$ cat config.mk
export PLATFORM = sky130hd
export DESIGN_NAME = tdpt_rem
export DESIGN_NICKNAME = d
export VERILOG_FILES = /design/src/hdl/tdpt_pkg.sv /design/src/hdl/tdpt_rem.sv
export SDC_FILE = /design/constraint.sdc
export NUM_CORES = 1
export LEC_CHECK = 0
export BUFFER_PORTS_ARGS = -buffer_cell sky130_fd_sc_hd__buf_2
export CORE_ASPECT_RATIO = 1.4
export CORE_UTILIZATION = 63
export CTS_CLUSTER_SIZE = 8
export DETAILED_ROUTE_END_ITERATION = 8
export PLACE_DENSITY = 0.88
export RECOVER_POWER = 25
export SYNTH_ARGS = -nofsm -noshare
export SYNTH_HDL_FRONTEND = slang
export SYNTH_SLANG_ARGS = --single-unit
export TNS_END_PERCENT = 30
$ cat constraint.sdc
create_clock -name clk_i -period 7 [get_ports clk_i]
set_input_delay 0.35 -clock clk_i [delete_from_list [all_inputs] [get_ports clk_i]]
set_output_delay 0.35 -clock clk_i [all_outputs]
set_load 0.01 [all_outputs]
$ cat src/hdl/tdpt_pkg.sv
// Package for the trial-division prime test: default width, controller
// states and the status word passed back from the serial remainder unit.
// Depends on nothing; tdpt_rem and the top level import it.
`default_nettype none

package tdpt_pkg;

  localparam int unsigned DATA_WIDTH_DEF = 32;

  typedef enum logic [1:0] {
    ST_IDLE,
    ST_CHECK,
    ST_DIVIDE,
    ST_FINISH
  } tdpt_state_e;

  typedef struct packed {
    logic done;
    logic zero;
  } rem_sts_t;

endpackage

`default_nettype wire

$ cat src/hdl/tdpt_rem.sv
// Bit-serial restoring remainder unit: one dividend bit per cycle.
// Depends on tdpt_pkg for the status word type.
`default_nettype none

module tdpt_rem
  import tdpt_pkg::*;
#(
  parameter int unsigned DATA_WIDTH = DATA_WIDTH_DEF
) (
  input  wire logic                  clk_i,
  input  wire logic                  rst_ni,
  input  wire logic                  start_i,
  input  wire logic [DATA_WIDTH-1:0] dividend_i,
  input  wire logic [DATA_WIDTH-1:0] divisor_i,
  output      rem_sts_t              sts_o
);

  localparam int unsigned CntWidth = $clog2(DATA_WIDTH);

  logic                  run_q, run_d;
  logic                  done_q, done_d;
  logic [CntWidth-1:0]   cnt_q, cnt_d;
  logic [DATA_WIDTH-1:0] sh_q, sh_d;
  logic [DATA_WIDTH-1:0] rem_q, rem_d;
  logic [DATA_WIDTH:0]   trial;
  logic [DATA_WIDTH:0]   diff;

  always_comb begin
    trial  = {rem_q, sh_q[DATA_WIDTH-1]};
    diff   = trial - {1'b0, divisor_i};
    run_d  = run_q;
    done_d = 1'b0;
    cnt_d  = cnt_q;
    sh_d   = sh_q;
    rem_d  = rem_q;
    if (start_i) begin
      run_d = 1'b1;
      cnt_d = '0;
      sh_d  = dividend_i;
      rem_d = '0;
    end else if (run_q) begin
      sh_d  = {sh_q[DATA_WIDTH-2:0], 1'b0};
      cnt_d = cnt_q + 1'b1;
      if (trial >= {1'b0, divisor_i}) begin
        rem_d = diff[DATA_WIDTH-1:0];
      end else begin
        rem_d = trial[DATA_WIDTH-1:0];
      end
      if (cnt_q == CntWidth'(DATA_WIDTH - 1)) begin
        run_d  = 1'b0;
        done_d = 1'b1;
      end
    end
  end

  always_ff @(posedge clk_i or negedge rst_ni) begin
    if (!rst_ni) begin
      run_q  <= 1'b0;
      done_q <= 1'b0;
      cnt_q  <= '0;
    end else begin
      run_q  <= run_d;
      done_q <= done_d;
      cnt_q  <= cnt_d;
    end
  end

  always_ff @(posedge clk_i) begin
    sh_q  <= sh_d;
    rem_q <= rem_d;
  end

  assign sts_o.done = done_q;
  assign sts_o.zero = (rem_q == '0);

endmodule

`default_nettype wire

==> results.cfg, run 1 <==
[outcome]
status = finished, violations left
violations = max-capacitance violations, max-slew violations

[clocking]
clkLatencyLatePin_ns = 0.36
cts_setup_buffers = 0
cts-root-buf = clkbuf_8
hold_buffers = 1
cts_resized = 0
h-tree-depth = 3
cts_buffers = 9
cts_tree = yes
clock_path_buffers = 2
clock_sinks = 71
path_clk_slew_ns = 0.07

[floorplanning]
start_util = 0.658
dieHeight_um = 109
io_pins = 69
core_um2 = 7800
die_w_um = 78.3
rows = 38
dieArea_um2 = 8510

[logic_synthesis]
ys_seq_elements = 71
synth-main-ff-cell = edfxtp_1
ys.warnings.count = 0
syn-cell-area_um2 = 5130
syn-instance-count = 571
synth-edff-count = 32
syn_nets = 673
async_flop_share = 0.0986
syn_avg_cell_area_um2 = 8.99
synth_cell_types = 62
yosysSeqAreaShare = 0.346

[sta]
maxSlewViolCount = 75
fin_crit_sh = 0.547
finalCriticalPeriod_ns = 3.83
fin_worst_skew_ns = 0.0168
setup_viol = 0
maxSlewHeadroom = -1.34
grt_setup_unrepaired = false
finalHoldViolCount = 0
fmax_mhz = 261
worstMarginPinSlew_ns = 3.51
setup_tns_ns = 0

[drt]
finalWirelength_um = 12700
drtAntennaViolNets = 0
drc_errors = 0
vias = 4517
routedWlPerCell_um = 17.4
routed_via_density = 6.19
dr.pass1.iters = 5
initialDrtViolationCount = 274

[pwr]
vdd_drop_max_uv = 108
switching_share = 0.250
leakage_nw = 2.55
comb_power_share = 0.132
p_int_w = 0.000701
seqPwrFrac = 0.500
powerDensity_nw_per_um2 = 165
report.power.total_w = 0.000934
pwr-share-clk = 0.368
p_switching_w = 0.000233

[layout]
n_antenna_cell = 0
post_route_cells_drive_above_1_share = 0.202
final_area_um2 = 5670
finalNetCount = 727
area_delta_synth_final_pct = 10.5
stdcell_count = 730
post-route-util = 0.727

[setup_path]
worstPathArrival_ns = 3.82
worstPathBufferInverterCount = 2
end_kind = flip-flop
path_max_fanout = 74
worstSetupStartpointType = input port
worst-endpoint-required_ns = 6.98
worst_path_max_delay_cell = clkbuf_1
crit_path_max_incr_delay_ns = 2.47
crit_type = in2reg
path_cells = buf_2, clkbuf_1, or2_2
crit_family = buffers and inverters

[placement]
dp.cells = 713
gp_congestion = 0.970
dp_hpwl_um = 9180
io_buffers = 68
place_area_um2 = 5460

[global_route]
grt_antenna_before_repair = 0
grt.total_usage = 0.314
grt_pass1_vias = 4468
grt_pass1_wl_um = 20600
gr-total-overflow = 0
grt_max_degree = 75

[run]
max_cap_violations = 1

[hold_path]
hp-class = in2reg
-- sequential cells by signal, indices dropped and copies added, names as in the netlist --
signal	flops
run_q	1
cnt_q	5
done_q	1
sh_q	32
rem_q	32
-- routing by layer --
layer	GRT usage	up-vias	routed length [um]
li1	-	2183	-
met3	0.0452	41	630
met2	0.571	184	6450
met5	0	-	0
met4	0.165	0	466
met1	0.354	2109	5150
-- path summary, 6_finish.rpt --
kind                                   startpoint                     end  slack [ns]  cells past startpoint
max                                       start_i       sh_q[8]$_DFFE_PP_        3.17                      3
min                                 dividend_i[0]   sh_q[0]$_SDFFCE_PN0P_        0.30                      2
max reg2reg                    sh_q[31]$_DFFE_PP_  rem_q[20]$_SDFFE_PP0P_        3.35                     12
min reg2reg                rem_q[20]$_SDFFE_PP0P_  rem_q[21]$_SDFFE_PP0P_        0.52                      2
max in group asynchronous                  rst_ni         run_q$_DFF_PN0_        6.25                      2
min in group asynchronous                  rst_ni    cnt_q[1]$_DFFE_PN0P_        0.43                      2
-- worst register-to-register path, delay by kind of cell (launching register included) --
kind	cells	cell delay (ns)
fa+ha+maj	2	0.56
compound gates	7	2.13
flops	1	0.43
buf+inv	2	0.13
simple gates	1	0.14
-- metrics by stage --
| step | hold slack, ns | worst slack [ns] |
|---|---|---|
| finish | 0.297 | 3.17 |
| global route | 0.296 | 2.88 |
| CTS | 0.291 | 3.47 |
| detailed placement | 0.197 | 3.49 |
| global placement | 0.185 | 3.61 |
| floorplan | 0.0544 | 4.06 |
-- logic make-up (layout without fill, tap and decap cells) --
family                   Yosys count  count (layout)  synth area share
AND/OR/NAND/NOR                  172             172             0.160
AO/OA/AOI/OAI                    144             144             0.194
buffers and inverters             72             131            0.0619
flip-flops                        71              71             0.346
multiplexers                      49              49             0.103
adder cells (fa/ha/maj)           35              35            0.0868
XOR/XNOR                          28              28            0.0478
-- power by group through the flow --
stage / combinational (W) / clock, W / sequential [W]
final: 0.000123 / 0.000344 / 0.000467
after global routing: 0.000136 / 0.000362 / 0.000469
after CTS: 0.000121 / 0.000348 / 0.000467
after detailed placement: 0.000119 / 0 / 0.000475
after global placement: 0.000114 / 0 / 0.000474
after floorplan: 0.0000823 / 0 / 0.000472
-- cells in the final DEF (no fill, tap or decap), drive strengths merged, types with 6 or more instances in the layout --
master and instances:
buf 67, nor2 58, nand2 50, inv 44, a21oi 38, ha 34, dfxtp 32, edfxtp 32
mux2 31, a211oi 21, mux2i 18, xnor2 18, o21ai 18, clkbuf 14, a21o 11, a311oi 11
xor2 10, nand3 10, nor4 8, and3 8, and2 8, nand4 7, nand2b 7, dfrtp 7
a31oi 6, o31ai 6, o21a 6
-- synth_stat cells (all sizes together), types with 8 or more instances --
cell / number / area [um2]
a211oi: 21 / 158
nand3: 10 / 62.6
inv: 44 / 165
clkbuf: 22 / 82.6
xnor2: 18 / 158
edfxtp: 32 / 961
and3: 8 / 50.1
and2: 8 / 52.6
a311oi: 11 / 103
o21ai: 18 / 90.1
mux2i: 18 / 180
a21oi: 38 / 190
ha: 34 / 425
nor4: 8 / 50.1
a21o: 11 / 82.6
dfxtp: 32 / 641
mux2: 31 / 349
nand2: 50 / 190
nor2: 58 / 218
xor2: 10 / 87.6
-- layout make-up --
type	count	area, um2
Sequential cell	71	1780
Fill cell	593	2130
Timing Repair Buffer	71	359
Clock inverter	5	56.3
Tap cell	100	125
Multi-Input combinational cell	428	3040
Inverter	44	165
Clock buffer	11	151
Power figures use the tool's default switching activity.
==> run 2: changes to the inputs <==
ABC_AREA = 1   (was unset)
CORE_UTILIZATION = 54   (was 63)
PLACE_DENSITY = 0.8   (was 0.88)
clock period = 3.39 ns   (was 7 ns; I/O delays follow)
==> run 2 against run 1 <==
  * The flow now finishes without violations
  * Routed wire length is 16% higher
  * Critical endpoint is now rem_q[7]$_SDFFE_PP0P_
  * Area after synthesis rose by 14%
  * Die area grew 32%
  * Largest cell class unchanged
  * First-iteration DRC count rose by 14%
  * Via count up 30%
  * Non-clock buffer count grew 2
  * Core utilization decreased by 9.8 points
  * Critical path type is now reg2reg
  * Critical path depth increased by 9
==> results.cfg, run 2 <==
[clocking]
path_clk_slew_ns = 0.07
cts_resized = 0
cts_setup_buffers = 0
clkLatencyLatePin_ns = 0.34
cts_buffers = 9
h-tree-depth = 3
clock_path_buffers = 2
cts-root-buf = clkbuf_16
hold_buffers = 1
clock_sinks = 71
cts_tree = yes

[placement]
io_buffers = 68
post-place-ws_ns = 0.982
dp_hpwl_um = 11300
gp_congestion = 0.921

[drt]
dr.pass1.iters = 5
drc_errors = 0
routed_via_density = 5.12
routedWlPerCell_um = 12.9
initialDrtViolationCount = 312
vias = 5859
drtAntennaViolNets = 0
finalWirelength_um = 14700

[layout]
reg_top3 = rem_q: 32 flops, sh_q: 32 flops, cnt_q: 5 flops
fill_cells = 1041
area_delta_synth_final_pct = 12.6
post_route_cells_drive_above_1_share = 0.102
final_cell_mix = 397 x nand2_1, 171 x inv_1, 69 x nand3_1
n_antenna_cell = 0
finalNetCount = 1103
mostFrequentLayoutCell = nand2_1

[hold_path]
hp-class = in2reg

[logic_synthesis]
synthTopCellsByCount = 397 x nand2_1, 171 x inv_1, 69 x nand3_1, 48 x nor2_1, 34 x ha_1
yosys-top-cells-area = nand2_1 26%, edfxtp_1 16%, inv_1 11%, dfxtp_1 11%, ha_1 7.3%
yosysSeqAreaShare = 0.304
syn_avg_cell_area_um2 = 6.22
ys_seq_elements = 71
synth_top_family_by_area = simple AND/OR/NAND/NOR gates
async_flop_share = 0.0986
synth_cell_types = 35
synth-compound-area-share = 0.0445
yosysTopAreaCell = nand2_1
synth_top_area_share = 0.255
synth_xor_area_frac = 0.0210
synthMuxAreaShare = 0
synth.most_common_cell = nand2_1
synth-edff-count = 32
syn-instance-count = 939
syn-cell-area_um2 = 5840
syn_nets = 1041
ys.warnings.count = 0
synth-main-ff-cell = edfxtp_1
synth_adder_area_share = 0.0762
synth_simple_gate_area_share = 0.420

[pwr]
switching_share = 0.439
pwr-share-clk = 0.231
seqPwrFrac = 0.263
p_switching_w = 0.00201
p_int_w = 0.00257
powerDensity_nw_per_um2 = 697
vdd_drop_max_uv = 495
leakage_nw = 3.76
comb_power_share = 0.506

[sta]
setup_ws_ns = 0.913
finalCriticalPeriod_ns = 2.48
maxSlewViolCount = 0
grt_setup_unrepaired = false
fmax_mhz = 404
finalHoldViolCount = 0
setup_tns_ns = 0
fin_crit_sh = 0.731
maxSlewHeadroom = 0.0254
fin_worst_skew_ns = 0.00956
worstMarginPinSlew_ns = 1.46
setup_viol = 0

[global_route]
grt_pass1_wl_um = 24800
grt.total_usage = 0.273
grt_max_degree = 51
grt_pass1_vias = 5747
grt_antenna_before_repair = 0
gr-total-overflow = 0

[setup_path]
worst-endpoint-required_ns = 3.59
worst_path_max_delay_cell = dfxtp_1
crit_family = simple AND/OR/NAND/NOR gates
end_kind = flip-flop
worstSetupStartpointType = flip-flop
worstPathBufferInverterCount = 1
crit_path_max_incr_delay_ns = 0.40
crit_path_frequent_cell = nand2_1
crit_type = reg2reg
path_cells = ha_1, nand2_1, nor2_1, nand2_1, nor2_2, nand2_1, nand2_1, a21oi_4, buf_4, nand3_1, nand3_1, o21ai_1
worstPathArrival_ns = 2.68
path_max_fanout = 24

[floorplanning]
io_pins = 69
die_w_um = 89.9
dieArea_um2 = 11200
rows = 44
dieHeight_um = 125
start_util = 0.558
core_um2 = 10500

[run]
max_cap_violations = 0

[outcome]
status = finished clean
[run 2: worst reg2reg max path: stages (launching register included)]
cell and delay (ns):
dfxtp_1 0.40, ha_1 0.33, nand2_1 0.16, nor2_1 0.10, nand2_1 0.11, nor2_2 0.06
nand2_1 0.05, nand2_1 0.08, a21oi_4 0.34, buf_4 0.38, nand3_1 0.15, nand3_1 0.10
o21ai_1 0.08
[run 2: worst paths after layout]
check | slack (ns) | cells past startpoint | start | to
min | 0.09 | 3 | dividend_i[0] | sh_q[0]$_SDFFCE_PN0P_
max | 0.91 | 12 | rem_q[22]$_SDFFE_PP0P_ | rem_q[7]$_SDFFE_PP0P_
max reg2reg | 0.91 | 12 | rem_q[22]$_SDFFE_PP0P_ | rem_q[7]$_SDFFE_PP0P_
min in group asynchronous | 0.29 | 2 | rst_ni | cnt_q[0]$_DFFE_PN0P_
max in group asynchronous | 2.82 | 2 | rst_ni | run_q$_DFF_PN0_
min reg2reg | 0.49 | 2 | rem_q[27]$_SDFFE_PP0P_ | rem_q[27]$_SDFFE_PP0P_
[run 2: final cells by class]
cell class | count | area [um2] | share of cell area
inverter | 172 | 646 | 0.0981
clock buffer | 9 | 225 | 0.0342
sequential | 71 | 1780 | 0.270
tap | 138 | 173 | 0.0262
timing repair buffer | 73 | 377 | 0.0572
multi-input combinational | 674 | 3280 | 0.498
clock inverter | 7 | 103 | 0.0156
[run 2: power groups by stage]
stage	Combinational (W)	Sequential [W]	Clock [W]
detailed placement	0.00228	0.00122	0
CTS	0.00230	0.00120	0.00106
finish	0.00232	0.00121	0.00106
floorplan	0.00185	0.00118	0
global placement	0.00225	0.00121	0
global route	0.00264	0.00122	0.00110
[run 2: metrics by stage]
stage	utilization	instance area [um2]	total power (W)	instances	hold WS, ns
2_1_floorplan	-	5840	0.00303	939	-0.126
6_report	0.629	6580	0.00458	1144	0.0942
3_3_place_gp	0.597	6250	0.00347	1127	0.0136
4_1_cts	0.630	6590	0.00457	1144	0.0897
5_1_grt	0.629	6580	0.00496	1144	0.104
3_5_place_dp	0.597	6250	0.00350	1127	0.0168
[run 2: logic make-up after synthesis]
family | after synthesis
DFF | 71
and+or+nand+nor | 577
xor gates and xnor gates | 14
buffers and inverters | 194
AOI/OAI and AO/OA | 48
adders and majority gates | 35
[run 2: layer usage]
metal | share of wire | track usage
met4 | 0.058 | 0.187
met3 | 0.044 | 0.0426
met5 | 0 | 0
met1 | 0.40 | 0.292
met2 | 0.50 | 0.490
==> run 3: changes to the inputs <==
CORE_UTILIZATION = 60   (was 54)
PLACE_DENSITY = 0.84   (was 0.8)
clock period = 2.3 ns   (was 3.39 ns; I/O delays follow)
==> run 3 against run 2 <==
  * The run now ends with max-capacitance violations, max-slew violations left
  * First-iteration DRC count increased by 19%
  * Register-to-register slack got worse by 0.82 ns
  * Cell area increased by 2.9%
  * Combinational power increased by 66%
  * Routed wire length increased by 5.3%
  * Worst setup slack got worse by 0.82 ns
  * Critical path depth decreased by 7
  * Flip-flop and latch count unchanged
  * Clock skew decreased by 0.0044 ns
  * Die area decreased by 9.8%
  * Power increased by 52%
  * Critical path type is now reg2out
  * Critical endpoint is now sts_o[0]
  * Highest routed layer unchanged
==> results.cfg, run 3 (same netlist as run 2, synthesis figures left out) <==
[drt]
initialDrtViolationCount = 370
vias = 6041
drc_errors = 0
finalWirelength_um = 15500
drtAntennaViolNets = 0
routedWlPerCell_um = 13.7
routed_via_density = 5.34
dr.pass1.iters = 5

[clocking]
h-tree-depth = 3
clkLatencyLatePin_ns = 0.34
cts_tree = yes
cts-root-buf = clkbuf_16
cts_buffers = 9
clock_sinks = 71
clock_path_buffers = 2
path_clk_slew_ns = 0.06

[hold_path]
holdPathStages = 3
hp-class = in2reg

[layout]
final_cell_mix = 396 x nand2_1, 171 x inv_1, 67 x nand3_1
area_delta_synth_final_pct = 15.9
post-route-util = 0.716
stdcell_count = 1132
finalNetCount = 1119
n_antenna_cell = 0
post_route_cells_drive_above_1_share = 0.131
final_area_um2 = 6770
fill_cells = 875
reg_top3 = rem_q: 32 flops, sh_q: 32 flops, cnt_q: 5 flops
mostFrequentLayoutCell = nand2_1

[outcome]
violations = max-capacitance violations, max-slew violations
status = finished, violations left

[sta]
finalHoldViolCount = 0
maxSlewHeadroom = -0.0251
maxSlewViolCount = 38
finalCriticalPeriod_ns = 2.21
fin_crit_sh = 0.962
setup_ws_ns = 0.0880
setup_viol = 0
fmax_mhz = 452
fin_worst_skew_ns = 0.00514
worstMarginPinSlew_ns = 1.54

[setup_path]
end_kind = primary output
r2r_cells = 13
worstPathArrival_ns = 2.10
worst-endpoint-required_ns = 2.18
path_max_fanout = 3
worstSetupStartpointType = flip-flop
crit_type = reg2out

[global_route]
grt.total_usage = 0.303
grt_antenna_before_repair = 0
grt_pass1_vias = 5649
grt_max_degree = 51
gr-total-overflow = 0
grt_pass1_wl_um = 24200

[floorplanning]
core_um2 = 9460
dieArea_um2 = 10100
start_util = 0.618
io_pins = 69
dieHeight_um = 119
die_w_um = 85.4
rows = 42

[placement]
io_buffers = 68
dp.cells = 1111
gp_congestion = 1.02
post-place-ws_ns = -0.0835
place_area_um2 = 6310
dp_hpwl_um = 11400

[pwr]
leakage_nw = 3.86
powerDensity_nw_per_um2 = 1030
report.power.total_w = 0.00698
vdd_drop_max_uv = 639

[run]
max_cap_violations = 1
==> run 3: cell count changes in the layout (fill, tap and decap cells not counted), moves of 3 or more <==
cell        previous run  this run
clkinvlp_4             0         3
nor2_1                48        45
nor2_2                 2         5
a21oi_1               22        19
buf_4                  4        13
==> run 3: final cells by class <==
| type | instances | area [um2] | area share |
|---|---|---|---|
| flip-flops and latches | 71 | 1780 | 0.263 |
| clock buffers | 9 | 225 | 0.0333 |
| repair buffers | 88 | 544 | 0.0804 |
| clock inverters | 7 | 65.1 | 0.00961 |
| well taps | 110 | 138 | 0.0203 |
| multi-input cells | 675 | 3370 | 0.498 |
| inverters | 172 | 646 | 0.0954 |
==> run 3: metal layers <==
metal  GRT usage  vias up  routed length [um]
met3      0.0482       67                 963
met1       0.332     2679                5960
li1            -     3053                   -
met2       0.546      242                7770
met5           0        -                   0
met4       0.170        0                 797
==> run 3: what timing repair did <==
action	CTS	global route
gates cloned	0	2
pin swaps	1	4
hold endpoints to repair	7	0
resized for setup	2	20
setup buffers	0	2
hold buffers	1	0
setup endpoints to repair	1	32
==> run 3: through the flow <==
stage | setup TNS (ns) | hold slack (ns)
final | 0 | 0.0432
after global routing | -0.256 | 0.0528
after CTS | 0 | 0.0274
after detailed placement | -0.0835 | -0.0455
after global placement | -0.0789 | -0.0470
after floorplan | 0 | -0.181
==> run 3: worst paths after layout <==
| check | start | end | slack [ns] |
|---|---|---|---|
| max | rem_q[16]$_SDFFE_PP0P_ | sts_o[0] | 0.09 |
| min | dividend_i[17] | sh_q[17]$_DFFE_PP_ | 0.04 |
| max reg2reg | rem_q[15]$_SDFFE_PP0P_ | rem_q[8]$_SDFFE_PP0P_ | 0.09 |
| min reg2reg | rem_q[19]$_SDFFE_PP0P_ | rem_q[19]$_SDFFE_PP0P_ | 0.49 |
| max in group asynchronous | rst_ni | done_q$_DFF_PN0_ | 1.83 |
| min in group asynchronous | rst_ni | cnt_q[1]$_DFFE_PN0P_ | 0.21 |
==> run 3: report_power, final <==
part	switching [W]	internal, W	leakage (nW)
registers	0.000193	0.00159	0.709
logic	0.00237	0.00147	3.02
clock network	0.000610	0.000750	0.132
total	0.00317	0.00381	3.86
==> run 3: worst max-delay path, cell delays in order, from the launching register on <==
cell and delay (ns):
dfxtp_1 0.31, buf_4 0.14, nor4_1 0.56, nand4_1 0.29, nor4_1 0.27, buf_2 0.19
